**config.mk**
```make
export PLATFORM = sky130hd
export DESIGN_NAME = transparent_run_sprite_encoder
export DESIGN_NICKNAME = d
export VERILOG_FILES = /design/src/hw/rtl/tprse_pkg.sv /design/src/hw/rtl/transparent_run_sprite_encoder.sv /design/src/hw/rtl/tprse_front.sv /design/src/hw/rtl/tprse_fifo.sv /design/src/hw/rtl/tprse_back.sv
export SDC_FILE = /design/constraint.sdc
export NUM_CORES = 1
export LEC_CHECK = 0
export ABC_AREA = 1
export BUFFER_PORTS_ARGS = -buffer_cell sky130_fd_sc_hd__buf_4
export CAP_MARGIN = 15
export CORE_MARGIN = 1
export CORE_UTILIZATION = 50
export DETAILED_ROUTE_END_ITERATION = 10
export PLACE_DENSITY = 0.66
export SLEW_MARGIN = 10
export SYNTH_ARGS = -nofsm -noshare
export SYNTH_HDL_FRONTEND = slang
export SYNTH_SLANG_ARGS = --single-unit
```
**constraint.sdc**
```tcl
create_clock -name aclk -period 5.17 [get_ports aclk]
set_input_delay 1.034 -clock aclk [delete_from_list [all_inputs] [get_ports aclk]]
set_output_delay 1.034 -clock aclk [all_outputs]
set_load 0.03 [all_outputs]
```
**src/hw/rtl/tprse_pkg.sv**
```systemverilog
// ----------------------------------------------------------------------------
// tprse_pkg: shared types and constants
// Command format between front and back, back-end states, register indexes.
// ----------------------------------------------------------------------------
package tprse_pkg;

    localparam int MaxWidth = 60;                    // widest row, pixels
    localparam int SegLimit = 58;                    // split point for long runs
    localparam int SkipMax  = 63;                    // skip counter saturates here
    localparam int CntW     = $clog2(MaxWidth + 1);  // counts 0..MaxWidth
    localparam int AddrW    = $clog2(MaxWidth);      // buffer address
    localparam int PixW     = 8;
    localparam int RowW     = 8;
    localparam int ByteW    = 8;
    localparam int CfgIdxW  = 2;
    localparam int QDepth   = 2;                     // command queue depth
    localparam int QAw      = $clog2(QDepth);

    // register indexes
    localparam logic [CfgIdxW-1:0] CfgTransparent = 2'd0;
    localparam logic [CfgIdxW-1:0] CfgRowWidth    = 2'd1;
    localparam logic [CfgIdxW-1:0] CfgRowCount    = 2'd2;

    localparam logic [PixW-1:0] RstTransparent = 8'd0;
    localparam logic [CntW-1:0] RstRowWidth    = 6'd16;
    localparam logic [RowW-1:0] RstRowCount    = 8'd16;

    localparam logic [ByteW-1:0] MarkerByte = 8'd0;

    // one command per pixel that causes work in the back end
    typedef struct packed {
        logic [PixW-1:0]  pixel;
        logic             store;       // write pixel into buffer
        logic [AddrW-1:0] store_addr;
        logic             flush;       // emit buffered segment before the store
        logic [CntW-1:0]  fl_skip;
        logic [CntW-1:0]  fl_cnt;
        logic             eol;         // emit closing segment and row marker after
        logic [CntW-1:0]  eol_skip;
        logic [CntW-1:0]  eol_cnt;
        logic             done;        // row marker closes the block
    } cmd_t;

    typedef enum logic [2:0] {
        B_IDLE,
        B_SKIP,
        B_CNT,
        B_PIX,
        B_MARK0,
        B_MARK1
    } back_state_t;

endpackage

```
**src/hw/rtl/transparent_run_sprite_encoder.sv**
```systemverilog
// An accepted pixel's command is written into the queue, popped into the command register,
// then its first byte loads the output register; a segment streams one beat per cycle while
// the receiver takes beats. Pixels enter the queue one per cycle while it is not full; a
// command that emits holds the back end until its beats are loaded, so intake can stall.
// Reset: aresetn synchronous, active low; clears counters, queue and registers to
// defaults (transparent 0, width 16, rows 16); the pixel buffer is not cleared.
// ----------------------------------------------------------------------------
// transparent_run_sprite_encoder: top level
// Encodes sprite rows into skip/copy segments with buffered opaque pixels and
// a 0,0 end-of-row marker.
// ----------------------------------------------------------------------------
module transparent_run_sprite_encoder (
    input  logic                          aclk,
    input  logic                          aresetn,
    // configuration write port
    input  logic                          cfg_we,
    input  logic [tprse_pkg::CfgIdxW-1:0] cfg_index,
    input  logic [tprse_pkg::ByteW-1:0]   cfg_wdata,
    // pixel input
    input  logic                          s_valid,
    output logic                          s_ready,
    input  logic [tprse_pkg::PixW-1:0]    s_pixel,
    // code byte output
    output logic                          m_valid,
    input  logic                          m_ready,
    output logic [tprse_pkg::ByteW-1:0]   m_code_byte,
    output logic                          m_last_of_input,
    output logic                          m_block_done
);

    // front -> queue -> back
    tprse_pkg::cmd_t push_cmd;
    tprse_pkg::cmd_t head_cmd;
    logic            q_push, q_full, q_pop, q_empty;

    // Front: classifies each pixel against the transparent color, tracks
    // the skip/copy runs, column and row, and issues one command per pixel
    // that writes the buffer or produces output.
    tprse_front u_front (
        .aclk      (aclk),
        .aresetn   (aresetn),
        .cfg_we    (cfg_we),
        .cfg_index (cfg_index),
        .cfg_wdata (cfg_wdata),
        .s_valid   (s_valid),
        .s_ready   (s_ready),
        .s_pixel   (s_pixel),
        .q_full    (q_full),
        .q_push    (q_push),
        .q_cmd     (push_cmd)
    );

    // Short queue decouples pixel intake from byte emission.
    tprse_fifo u_fifo (
        .aclk      (aclk),
        .aresetn   (aresetn),
        .push      (q_push),
        .push_data (push_cmd),
        .full      (q_full),
        .pop       (q_pop),
        .pop_data  (head_cmd),
        .empty     (q_empty)
    );

    // Back: runs each command in order. A flush streams the buffered
    // segment before the new pixel is stored; a row end streams the closing
    // segment and the 0,0 marker.
    tprse_back u_back (
        .aclk            (aclk),
        .aresetn         (aresetn),
        .q_empty         (q_empty),
        .q_head          (head_cmd),
        .q_pop           (q_pop),
        .m_valid         (m_valid),
        .m_ready         (m_ready),
        .m_code_byte     (m_code_byte),
        .m_last_of_input (m_last_of_input),
        .m_block_done    (m_block_done)
    );

endmodule

```
**src/hw/rtl/tprse_front.sv**
```systemverilog
// ----------------------------------------------------------------------------
// tprse_front: pixel classifier
// Holds the config registers and run/column/row counters, turns each pixel
// into a command for the back end.
// ----------------------------------------------------------------------------
module tprse_front (
    input  logic                          aclk,
    input  logic                          aresetn,
    input  logic                          cfg_we,
    input  logic [tprse_pkg::CfgIdxW-1:0] cfg_index,
    input  logic [tprse_pkg::ByteW-1:0]   cfg_wdata,
    input  logic                          s_valid,
    output logic                          s_ready,
    input  logic [tprse_pkg::PixW-1:0]    s_pixel,
    input  logic                          q_full,
    output logic                          q_push,
    output tprse_pkg::cmd_t               q_cmd
);

    logic [tprse_pkg::PixW-1:0] tcolor_reg;
    logic [tprse_pkg::CntW-1:0] width_reg;
    logic [tprse_pkg::RowW-1:0] rows_reg;

    logic [tprse_pkg::CntW-1:0] skip_reg, skip_next;
    logic [tprse_pkg::CntW-1:0] copy_reg, copy_next;
    logic [tprse_pkg::CntW-1:0] column_reg, column_next;
    logic [tprse_pkg::RowW-1:0] row_reg, row_next;

    logic [tprse_pkg::CntW-1:0] w_eff;
    logic [tprse_pkg::RowW-1:0] h_eff;
    logic                       last_col, trans, flush, store, done, accept;
    logic [tprse_pkg::CntW-1:0] skip1, copy1, copy2;

    always_ff @(posedge aclk) begin
        if (!aresetn) begin
            tcolor_reg <= tprse_pkg::RstTransparent;
            width_reg  <= tprse_pkg::RstRowWidth;
            rows_reg   <= tprse_pkg::RstRowCount;
        end else if (cfg_we) begin
            case (cfg_index)
                tprse_pkg::CfgTransparent: tcolor_reg <= cfg_wdata;
                tprse_pkg::CfgRowWidth:    width_reg  <= cfg_wdata[tprse_pkg::CntW-1:0];
                tprse_pkg::CfgRowCount:    rows_reg   <= cfg_wdata;
                default: ;
            endcase
        end
    end

    assign s_ready = !q_full;
    assign accept  = s_valid && s_ready;

    always_comb begin
        // clamp geometry
        if (width_reg == '0)
            w_eff = tprse_pkg::CntW'(1);
        else if (width_reg > tprse_pkg::CntW'(tprse_pkg::MaxWidth))
            w_eff = tprse_pkg::CntW'(tprse_pkg::MaxWidth);
        else
            w_eff = width_reg;
        h_eff = (rows_reg == '0) ? tprse_pkg::RowW'(1) : rows_reg;

        last_col = ({1'b0, column_reg} + 7'd1) >= {1'b0, w_eff};
        done     = ({1'b0, row_reg} + 9'd1) >= {1'b0, h_eff};
        trans    = (s_pixel == tcolor_reg);

        if (trans)
            flush = (copy_reg != '0);
        else
            flush = (copy_reg >= tprse_pkg::CntW'(tprse_pkg::SegLimit)) && !last_col;

        if (flush)
            skip1 = trans ? tprse_pkg::CntW'(1) : '0;
        else if (trans && (skip_reg < tprse_pkg::CntW'(tprse_pkg::SkipMax)))
            skip1 = skip_reg + tprse_pkg::CntW'(1);
        else
            skip1 = skip_reg;

        copy1 = flush ? '0 : copy_reg;
        store = !trans && (copy1 < tprse_pkg::CntW'(tprse_pkg::MaxWidth));
        copy2 = store ? copy1 + tprse_pkg::CntW'(1) : copy1;

        q_cmd.pixel      = s_pixel;
        q_cmd.store      = store;
        q_cmd.store_addr = copy1[tprse_pkg::AddrW-1:0];
        q_cmd.flush      = flush;
        q_cmd.fl_skip    = skip_reg;
        q_cmd.fl_cnt     = copy_reg;
        q_cmd.eol        = last_col;
        q_cmd.eol_skip   = skip1;
        q_cmd.eol_cnt    = copy2;
        q_cmd.done       = done;

        q_push = accept && (store || flush || last_col);

        skip_next   = skip_reg;
        copy_next   = copy_reg;
        column_next = column_reg;
        row_next    = row_reg;
        if (accept) begin
            if (last_col) begin
                skip_next   = '0;
                copy_next   = '0;
                column_next = '0;
                row_next    = done ? '0 : row_reg + tprse_pkg::RowW'(1);
            end else begin
                skip_next   = skip1;
                copy_next   = copy2;
                column_next = column_reg + tprse_pkg::CntW'(1);
            end
        end
    end

    always_ff @(posedge aclk) begin
        if (!aresetn) begin
            skip_reg   <= '0;
            copy_reg   <= '0;
            column_reg <= '0;
            row_reg    <= '0;
        end else begin
            skip_reg   <= skip_next;
            copy_reg   <= copy_next;
            column_reg <= column_next;
            row_reg    <= row_next;
        end
    end

endmodule

```
**src/hw/rtl/tprse_fifo.sv**
```systemverilog
// ----------------------------------------------------------------------------
// tprse_fifo: command queue
// Small register FIFO between classifier and byte emitter.
// ----------------------------------------------------------------------------
module tprse_fifo (
    input  logic            aclk,
    input  logic            aresetn,
    input  logic            push,
    input  tprse_pkg::cmd_t push_data,
    output logic            full,
    input  logic            pop,
    output tprse_pkg::cmd_t pop_data,
    output logic            empty
);

    tprse_pkg::cmd_t               entry_reg [tprse_pkg::QDepth];
    logic [tprse_pkg::QAw-1:0]     wr_ptr_reg, wr_ptr_next;
    logic [tprse_pkg::QAw-1:0]     rd_ptr_reg, rd_ptr_next;
    logic [tprse_pkg::QAw:0]       count_reg, count_next;
    logic                          do_push, do_pop;

    assign full     = (count_reg == (tprse_pkg::QAw+1)'(tprse_pkg::QDepth));
    assign empty    = (count_reg == '0);
    assign pop_data = entry_reg[rd_ptr_reg];
    assign do_push  = push && !full;
    assign do_pop   = pop && !empty;

    always_comb begin
        wr_ptr_next = wr_ptr_reg;
        rd_ptr_next = rd_ptr_reg;
        count_next  = count_reg;
        if (do_push)
            wr_ptr_next = (wr_ptr_reg == tprse_pkg::QAw'(tprse_pkg::QDepth - 1)) ?
                          '0 : wr_ptr_reg + tprse_pkg::QAw'(1);
        if (do_pop)
            rd_ptr_next = (rd_ptr_reg == tprse_pkg::QAw'(tprse_pkg::QDepth - 1)) ?
                          '0 : rd_ptr_reg + tprse_pkg::QAw'(1);
        if (do_push && !do_pop)
            count_next = count_reg + (tprse_pkg::QAw+1)'(1);
        else if (do_pop && !do_push)
            count_next = count_reg - (tprse_pkg::QAw+1)'(1);
    end

    always_ff @(posedge aclk) begin
        if (!aresetn) begin
            wr_ptr_reg <= '0;
            rd_ptr_reg <= '0;
            count_reg  <= '0;
        end else begin
            wr_ptr_reg <= wr_ptr_next;
            rd_ptr_reg <= rd_ptr_next;
            count_reg  <= count_next;
        end
    end

    always_ff @(posedge aclk) begin
        if (do_push)
            entry_reg[wr_ptr_reg] <= push_data;
    end

endmodule

```
**src/hw/rtl/tprse_back.sv**
```systemverilog
// ----------------------------------------------------------------------------
// tprse_back: byte emitter
// Executes commands: segment headers, buffered pixels, row markers.
// Owns the opaque pixel buffer and the output register.
// ----------------------------------------------------------------------------
module tprse_back (
    input  logic                        aclk,
    input  logic                        aresetn,
    input  logic                        q_empty,
    input  tprse_pkg::cmd_t             q_head,
    output logic                        q_pop,
    output logic                        m_valid,
    input  logic                        m_ready,
    output logic [tprse_pkg::ByteW-1:0] m_code_byte,
    output logic                        m_last_of_input,
    output logic                        m_block_done
);

    tprse_pkg::back_state_t      state_reg, state_next;
    tprse_pkg::cmd_t             cmd_reg, cmd_next;
    logic                        phase_reg, phase_next;   // 0: flush segment, 1: row end
    logic [tprse_pkg::CntW-1:0]  idx_reg, idx_next, idx_inc;

    logic [tprse_pkg::PixW-1:0]  opaque_buf_reg [tprse_pkg::MaxWidth];
    logic [tprse_pkg::PixW-1:0]  rd_data_reg;
    logic                        wr_en;
    logic [tprse_pkg::AddrW-1:0] wr_addr;
    logic [tprse_pkg::PixW-1:0]  wr_data;

    logic                        m_valid_reg;
    logic [tprse_pkg::ByteW-1:0] m_code_reg;
    logic                        m_last_reg, m_done_reg;

    logic                        out_free, load, ld_last, ld_done, pix_end;
    logic [tprse_pkg::ByteW-1:0] ld_byte;
    logic [tprse_pkg::CntW-1:0]  seg_skip, seg_cnt;

    assign out_free = !m_valid_reg || m_ready;
    assign seg_skip = phase_reg ? cmd_reg.eol_skip : cmd_reg.fl_skip;
    assign seg_cnt  = phase_reg ? cmd_reg.eol_cnt  : cmd_reg.fl_cnt;
    assign idx_inc  = idx_reg + tprse_pkg::CntW'(1);
    assign pix_end  = (idx_inc == seg_cnt);

    // next state
    always_comb begin
        state_next = state_reg;
        case (state_reg)
            tprse_pkg::B_IDLE: begin
                if (!q_empty && (q_head.flush || q_head.eol))
                    state_next = tprse_pkg::B_SKIP;
            end
            tprse_pkg::B_SKIP: begin
                if (out_free)
                    state_next = tprse_pkg::B_CNT;
            end
            tprse_pkg::B_CNT: begin
                if (out_free)
                    state_next = (seg_cnt == '0) ? tprse_pkg::B_MARK0 : tprse_pkg::B_PIX;
            end
            tprse_pkg::B_PIX: begin
                if (out_free && pix_end) begin
                    if (phase_reg)
                        state_next = tprse_pkg::B_MARK0;
                    else if (cmd_reg.eol)
                        state_next = tprse_pkg::B_SKIP;
                    else
                        state_next = tprse_pkg::B_IDLE;
                end
            end
            tprse_pkg::B_MARK0: begin
                if (out_free)
                    state_next = tprse_pkg::B_MARK1;
            end
            tprse_pkg::B_MARK1: begin
                if (out_free)
                    state_next = tprse_pkg::B_IDLE;
            end
            default: state_next = tprse_pkg::B_IDLE;
        endcase
    end

    // outputs and datapath
    always_comb begin
        cmd_next   = cmd_reg;
        phase_next = phase_reg;
        idx_next   = idx_reg;
        q_pop      = 1'b0;
        wr_en      = 1'b0;
        wr_addr    = q_head.store_addr;
        wr_data    = q_head.pixel;
        load       = 1'b0;
        ld_byte    = tprse_pkg::MarkerByte;
        ld_last    = 1'b0;
        ld_done    = 1'b0;
        case (state_reg)
            tprse_pkg::B_IDLE: begin
                if (!q_empty) begin
                    q_pop      = 1'b1;
                    cmd_next   = q_head;
                    phase_next = !q_head.flush;
                    // no flush: store right away
                    wr_en      = !q_head.flush && q_head.store;
                end
            end
            tprse_pkg::B_SKIP: begin
                load    = out_free;
                ld_byte = {2'b00, seg_skip};
            end
            tprse_pkg::B_CNT: begin
                load    = out_free;
                ld_byte = {2'b00, seg_cnt};
                if (out_free)
                    idx_next = '0;
            end
            tprse_pkg::B_PIX: begin
                ld_byte = rd_data_reg;
                if (out_free) begin
                    load     = 1'b1;
                    idx_next = idx_inc;
                    if (pix_end && !phase_reg) begin
                        ld_last    = !cmd_reg.eol;
                        wr_en      = cmd_reg.store;
                        wr_addr    = cmd_reg.store_addr;
                        wr_data    = cmd_reg.pixel;
                        phase_next = 1'b1;
                    end
                end
            end
            tprse_pkg::B_MARK0: begin
                load = out_free;
            end
            tprse_pkg::B_MARK1: begin
                load    = out_free;
                ld_last = 1'b1;
                ld_done = cmd_reg.done;
            end
            default: ;
        endcase
    end

    always_ff @(posedge aclk) begin
        if (!aresetn) begin
            state_reg   <= tprse_pkg::B_IDLE;
            phase_reg   <= 1'b0;
            idx_reg     <= '0;
            m_valid_reg <= 1'b0;
        end else begin
            state_reg <= state_next;
            phase_reg <= phase_next;
            idx_reg   <= idx_next;
            if (load)
                m_valid_reg <= 1'b1;
            else if (m_ready)
                m_valid_reg <= 1'b0;
        end
    end

    always_ff @(posedge aclk) begin
        cmd_reg <= cmd_next;
        if (load) begin
            m_code_reg <= ld_byte;
            m_last_reg <= ld_last;
            m_done_reg <= ld_done;
        end
    end

    // buffer: one write port, one registered read at the upcoming index
    always_ff @(posedge aclk) begin
        if (wr_en)
            opaque_buf_reg[wr_addr] <= wr_data;
        if (idx_next < tprse_pkg::CntW'(tprse_pkg::MaxWidth))
            rd_data_reg <= opaque_buf_reg[idx_next[tprse_pkg::AddrW-1:0]];
    end

    assign m_valid         = m_valid_reg;
    assign m_code_byte     = m_code_reg;
    assign m_last_of_input = m_last_reg;
    assign m_block_done    = m_done_reg;

`ifndef SYNTHESIS
    a_done_is_last: assert property (@(posedge aclk) disable iff (!aresetn)
        (m_valid_reg && m_done_reg) |-> m_last_reg)
        else $error("block end flag without last flag");

    a_pix_in_range: assert property (@(posedge aclk) disable iff (!aresetn)
        (state_reg == tprse_pkg::B_PIX) |-> (seg_cnt != '0) && (idx_reg < seg_cnt))
        else $error("pixel index outside segment");

    a_marker_last: assert property (@(posedge aclk) disable iff (!aresetn)
        (state_reg == tprse_pkg::B_MARK1 && out_free) |=> (m_valid_reg && m_last_reg))
        else $error("row marker not flagged last");
`endif

endmodule

```
-- Word-level counts from Yosys, hierarchy flattened
Memories as Yosys holds them, arrays and structs flattened. A register that Yosys moved wholly into a read port is not among the register bits.
Cells that the tools add are included.
- bits in registers: 114
- bits in writable memories: 564
- input bits: 23
- output and inout bits: 12
- word-level logic and storage cells: 173
- memories: 2
- memory list (memory ; depth ; bits a word ; read ports ; clocked after Yosys merged registers in ; write ports ; line ; RTL):
    u_back.opaque_buf_reg ; 60 ; 8 ; 1 ; 1 ; 1 ; tprse_back.sv:24 ; logic [tprse_pkg::PixW-1:0] opaque_buf_reg [tprse_pkg::MaxWidth];
    u_fifo.entry_reg ; 2 ; 42 ; 1 ; 1 ; 1 ; tprse_fifo.sv:16 ; tprse_pkg::cmd_t entry_reg [tprse_pkg::QDepth];
- add/subtract/negate cells: 11
- order comparisons: 7
- equal/unequal tests: 19
- muxes and demuxes: 62
- bitwise gates (word level): 1
- reduce and logical (&&, ||, !) cells: 45
- operators with widths (kind ; number):
    $mux 6 ; 16
    $mux 8 ; 5
    $add 6x1->6 const B ; 4
    $mux 1 ; 24
    $mux 3 ; 8
    $pmux 8 s3 ; 1
    $lt 6x6->1 const B ; 3
    $pmux 3 s6 ; 1
    $ne 2x1->1 const B ; 8
    $logic_and 1x1->1 ; 13
    $logic_not 6->1 ; 2
    $pmux 6 s2 ; 1
    $logic_not 1->1 ; 10
    $reduce_and 2->1 ; 5
    $add 8x1->9 const B ; 1
    $ge 9x8->1 ; 1
    $add 8x1->8 const B ; 1
    $eq 8x8->1 ; 1
    $logic_not 8->1 ; 1
    $pmux 1 s2 ; 4
    $add 6x1->7 const B ; 1
    $ge 7x6->1 ; 1
    $eq 3x2->1 const B ; 2
    $eq 3x3->1 const B ; 2
    other kinds (20) ; 29

-- Depth between registers and ports, before layout
- depth after elaboration: 18
- mapped depth: 24
- depth with buffers taken out: 24

-- Cells and area by module
From an unflattened synthesis, not the netlist that was laid out.
- cell total of the unflattened synthesis: 2999
- area, all modules: 31126.1 sq um
- modules (own cells, without submodules) (module ; instances ; cells an instance ; area an instance (sq um) ; sequential area each (sq um)):
    tprse_back ; 1 ; 2385 ; 24564.8 ; 16405.7
    tprse_fifo ; 1 ; 169 ; 3482.1 ; 2622.5
    tprse_front ; 1 ; 445 ; 3079.2 ; 960.9

-- Worst setup path before layout
Ideal clock, no wire load.
- path kind: register to register
- from: register u_front.column_reg[0] in the netlist's numbering
- to: memory u_fifo.entry_reg[1][0] in the netlist's numbering, enable pin
- setup time: 443 ps
- arrival: 3926 ps
- required time: 4727 ps
- slack: 801 ps
- stages on the path, launching flop included: 13
- buffers on the path: 0
- period minus slack after synthesis: 4369 ps
- cells stage by stage: dfxtp_1 ha_1 nand2_1 nor2_1 xor2_1 ha_1 nand2_1 a21oi_1 nor2_1 nand3_1 a31oi_1 o21bai_1 nor2_1
- RTL lines (element ; line ; RTL):
    start, declared ; tprse_front.sv:26 ; logic [tprse_pkg::CntW-1:0] column_reg, column_next;
    start signal, assigned ; tprse_front.sv:122 ; column_reg <= column_next;
    end, declared ; tprse_fifo.sv:16 ;

-- Worst setup path after layout
- from: register u_back.phase_reg
- to: memory u_back.opaque_buf_reg[41][5] in the netlist's numbering, enable pin
- cells in the longest elaborated chain, start to end: 8
- elaborated cells between the ends (all ways): 12
- classes of those cells: 1 x eq/ne; 9 x mux; 2 x reduce/logical
- ends and longest elaborated chain (element ; line ; RTL):
    start, declared ; tprse_back.sv:21 ; logic phase_reg, phase_next;
    start signal, assigned ; tprse_back.sv:149 ; phase_reg <= phase_next;
    $mux 6 ; tprse_back.sv:40 ; assign seg_cnt = phase_reg ? cmd_reg.eol_cnt : cmd_reg.fl_cnt;
    $eq 6x6->1 ; tprse_back.sv:42 ; assign pix_end = (idx_inc == seg_cnt);
    $logic_and 1x1->1 * ; tprse_back.sv:120 ; if (pix_end && !phase_reg) begin
    $mux 1 ; tprse_back.sv:120 ;
    $mux 1 ; tprse_back.sv:117 ; if (out_free) begin
    $pmux 1 s2 ; tprse_back.sv:95 ; case (state_reg)
    $mux 1 ; tprse_back.sv:169 ; if (wr_en)
    $mux 1 (implied by the code) ; tprse_back.sv:170 ; opaque_buf_reg[wr_addr] <= wr_data;
    end, declared ; tprse_back.sv:24 ;
Mark *: on every way between the ends. The rest lies on a longest branch, timed or not.

==> impl_metrics.ini <==
[routing]
via_per_inst = 5.57
vias = 18600
wl_per_cell_um = 20.0
ant_nets = 0
wl_um = 66800
firstDrtPassIters = 9
drc = 0
drt-initial-drc-count = 1688

[clock_tree]
postCtsSetupBuffers = 0
cts_root_buf = clkbuf_16
cts_resized = 0
postCtsHoldBufs = 0
cts_max_level = 3
cts.sinks = 687
path_clk_slew_ps = 60
cts_buffers = 72
clk_path_buf_depth = 3
cts_tree = done
clock_latency_ps = 610

[layout]
layoutNonFillerInstCount = 3338
layout-drive-gt1-share_pct = 11.7
largest_reg_flops = 480
area_growth_pct = 11.8
diodes = 0
nNetsFinal = 2570

[worst_hold_path]
hold_class = flop to flop

[power_and_ir_drop]
clockPowerShare_pct = 33.5
p_leak_uw = 0.0115
power_frac_seq_pct = 47.5
p_per_area_mw_per_mm2 = 467
p_sw_uw = 4360
p_int_uw = 10700
vdd_ir_drop_max_mv = 0.415
switching_share_pct = 29.0
p_comb_share_pct = 19.1

[setup_path]
arrival_ps = 4480
worstSetupStartpointType = flop
required_ps = 5410
crit_type = flop to flop
cp_max_fo = 29
end_kind = flop

[status]
status = completed

[place]
io_buffers = 34
dp_slack_ps = 985
place_congestion = 0.907
dp_hpwl_um = 41600
place_inst = 3208

[logic_synthesis]
syn_inst = 2496
synth_area_mm2 = 0.0288
avgSynthCellArea_um2 = 11.6
ys_warn_count = 0
synth.distinct_cells = 47
synthArstFlopShare_pct = 0
ys_seq_area_share_pct = 69.3
synth_enable_flop_cells = 623
ys_seq_elements = 687
mappedNetlistNets = 2540
ys.flop_type = edfxtp_1

[timing]
slew_viol_final = 0
min_period_over_period_pct = 81.9
setup_slack_ps = 934
setup-violations-final = 0
final_hold_viol_count = 0
clock_skew_ps = 27.6
clock.fmax_mhz = 236
finalSetupTns_ps = 0
post-route-min-period_ps = 4240
rsz0062_at_grt = no
worst_slew_pin_slew_ps = 1160
hold-worst-slack_ps = 442
slew_headroom_pct = 22.6

[global_route]
grt_use_total_pct = 22.9
grt_pass1_vias = 17700
grt_pass1_wl_um = 103000
antenna_found_initial = 0
grt-ovfl-total = 0
grt_max_degree = 188

[floorplanning]
dieArea_mm2 = 0.0587
start_util_pct = 50.9
rows = 87
io_pins = 35
die_y_um = 242
core_region_area_mm2 = 0.0567
die_w_um = 242

[job]
maxCapViolations = 0
-- final timing paths --
path	from	endpoint	slack [ps]	cells past startpoint
max	u_back.phase_reg	u_back.opaque_buf_reg[41][5]	930	14
min	u_fifo.rd_ptr_reg	flop	440	1
max reg2reg	u_back.phase_reg	u_back.opaque_buf_reg[41][5]	930	14
min reg2reg	u_fifo.rd_ptr_reg	flop	440	1
-- cell usage after synthesis (all sizes together) (4+ instances only) --
library cell	n	area, um^2
edfxtp	623	18700
nand2	421	1600
nor2	327	1250
inv	190	713
o21ai	183	938
nand3	179	928
o211ai	125	938
a21oi	91	455
dfxtp	64	1280
buf	58	302
clkbuf	57	214
or2	54	338
mux2	33	372
ha	21	263
xor2	16	140
mux2i	10	100
nand4	9	56.3
nor3	6	30.0
xnor2	4	35.0
-- cell families after synthesis --
group	share of synthesized area, %
and+or+nand+nor	14.7
DFF	69.3
AOI/OAI and AO/OA	8.57
buffers and inverters	4.29
muxes	1.64
adders and majority gates	0.911
xor gates and xnor gates	0.607
-- worst max-delay path: stages, from the launching register on --
cell and delay [ps]:
dfxtp_1 920, nand2_1 160, o21ai_2 130, inv_2 60
nand2_1 50, nand2_1 40, nor2_1 90, nand3_1 110
nor2_2 270, nand3_4 330, nand2_1 190, nand2_2 150
inv_2 170, nand3_1 460, nor2_1 720
-- layout make-up --
cell class                 count  area [um^2]
timing repair buffer          71          608
inverter                     192          723
fill                        4581        24500
clock buffer                 103         2040
sequential                   687        20000
clock inverter                27          265
tap                          756          946
multi-input combinational   1502         7670
-- layout by cell type, fill, tap and decap left out, types with 4 or more instances in the layout --
cell,n
clkbuf_16,76
buf_12,6
inv_2,17
clkbuf_8,4
buf_4,65
mux2_2,33
nand3_2,4
or2_2,53
clkinv_2,12
clkinv_1,10
o21ai_1,6
o211ai_1,125
clkbuf_1,23
nand4_1,9
nor2_4,5
edfxtp_1,623
nand2_1,416
o21ai_0,170
xor2_1,16
ha_1,21
a21oi_1,91
o21ai_2,7
mux2i_1,10
nand3_1,173
nor2_1,319
bufinv_16,5
nand2_2,4
inv_1,172
xnor2_1,4
dfxtp_1,63
nor3_1,6
-- power by group through the flow --
stage                     combinational (uW)  clock (uW)  sequential [uW]
after global routing                    3150        5330             7180
after floorplan                         1770           0             7250
final                                   2870        5040             7140
after global placement                  2820           0             7250
after detailed placement                2870           0             7250
after CTS                               2880        5120             7140
-- through the flow --
step	cell area [um^2]	util [%]	total power [uW]
CTS	32200	56.9	15100
detailed placement	29900	52.8	10100
finish	32200	56.9	15100
global route	32200	56.9	15700
global placement	29900	52.8	10100
floorplan	28800	-	9030
-- per-layer routing --
layer,up-vias,global-route usage [%],part of all wire [%]
met3,127,3.90,7.5
li1,8817,-,-
met5,-,0,0
met1,8893,31.9,43
met2,745,36.9,47
met4,0,6.85,2.5
Power figures use the tool's default switching activity.
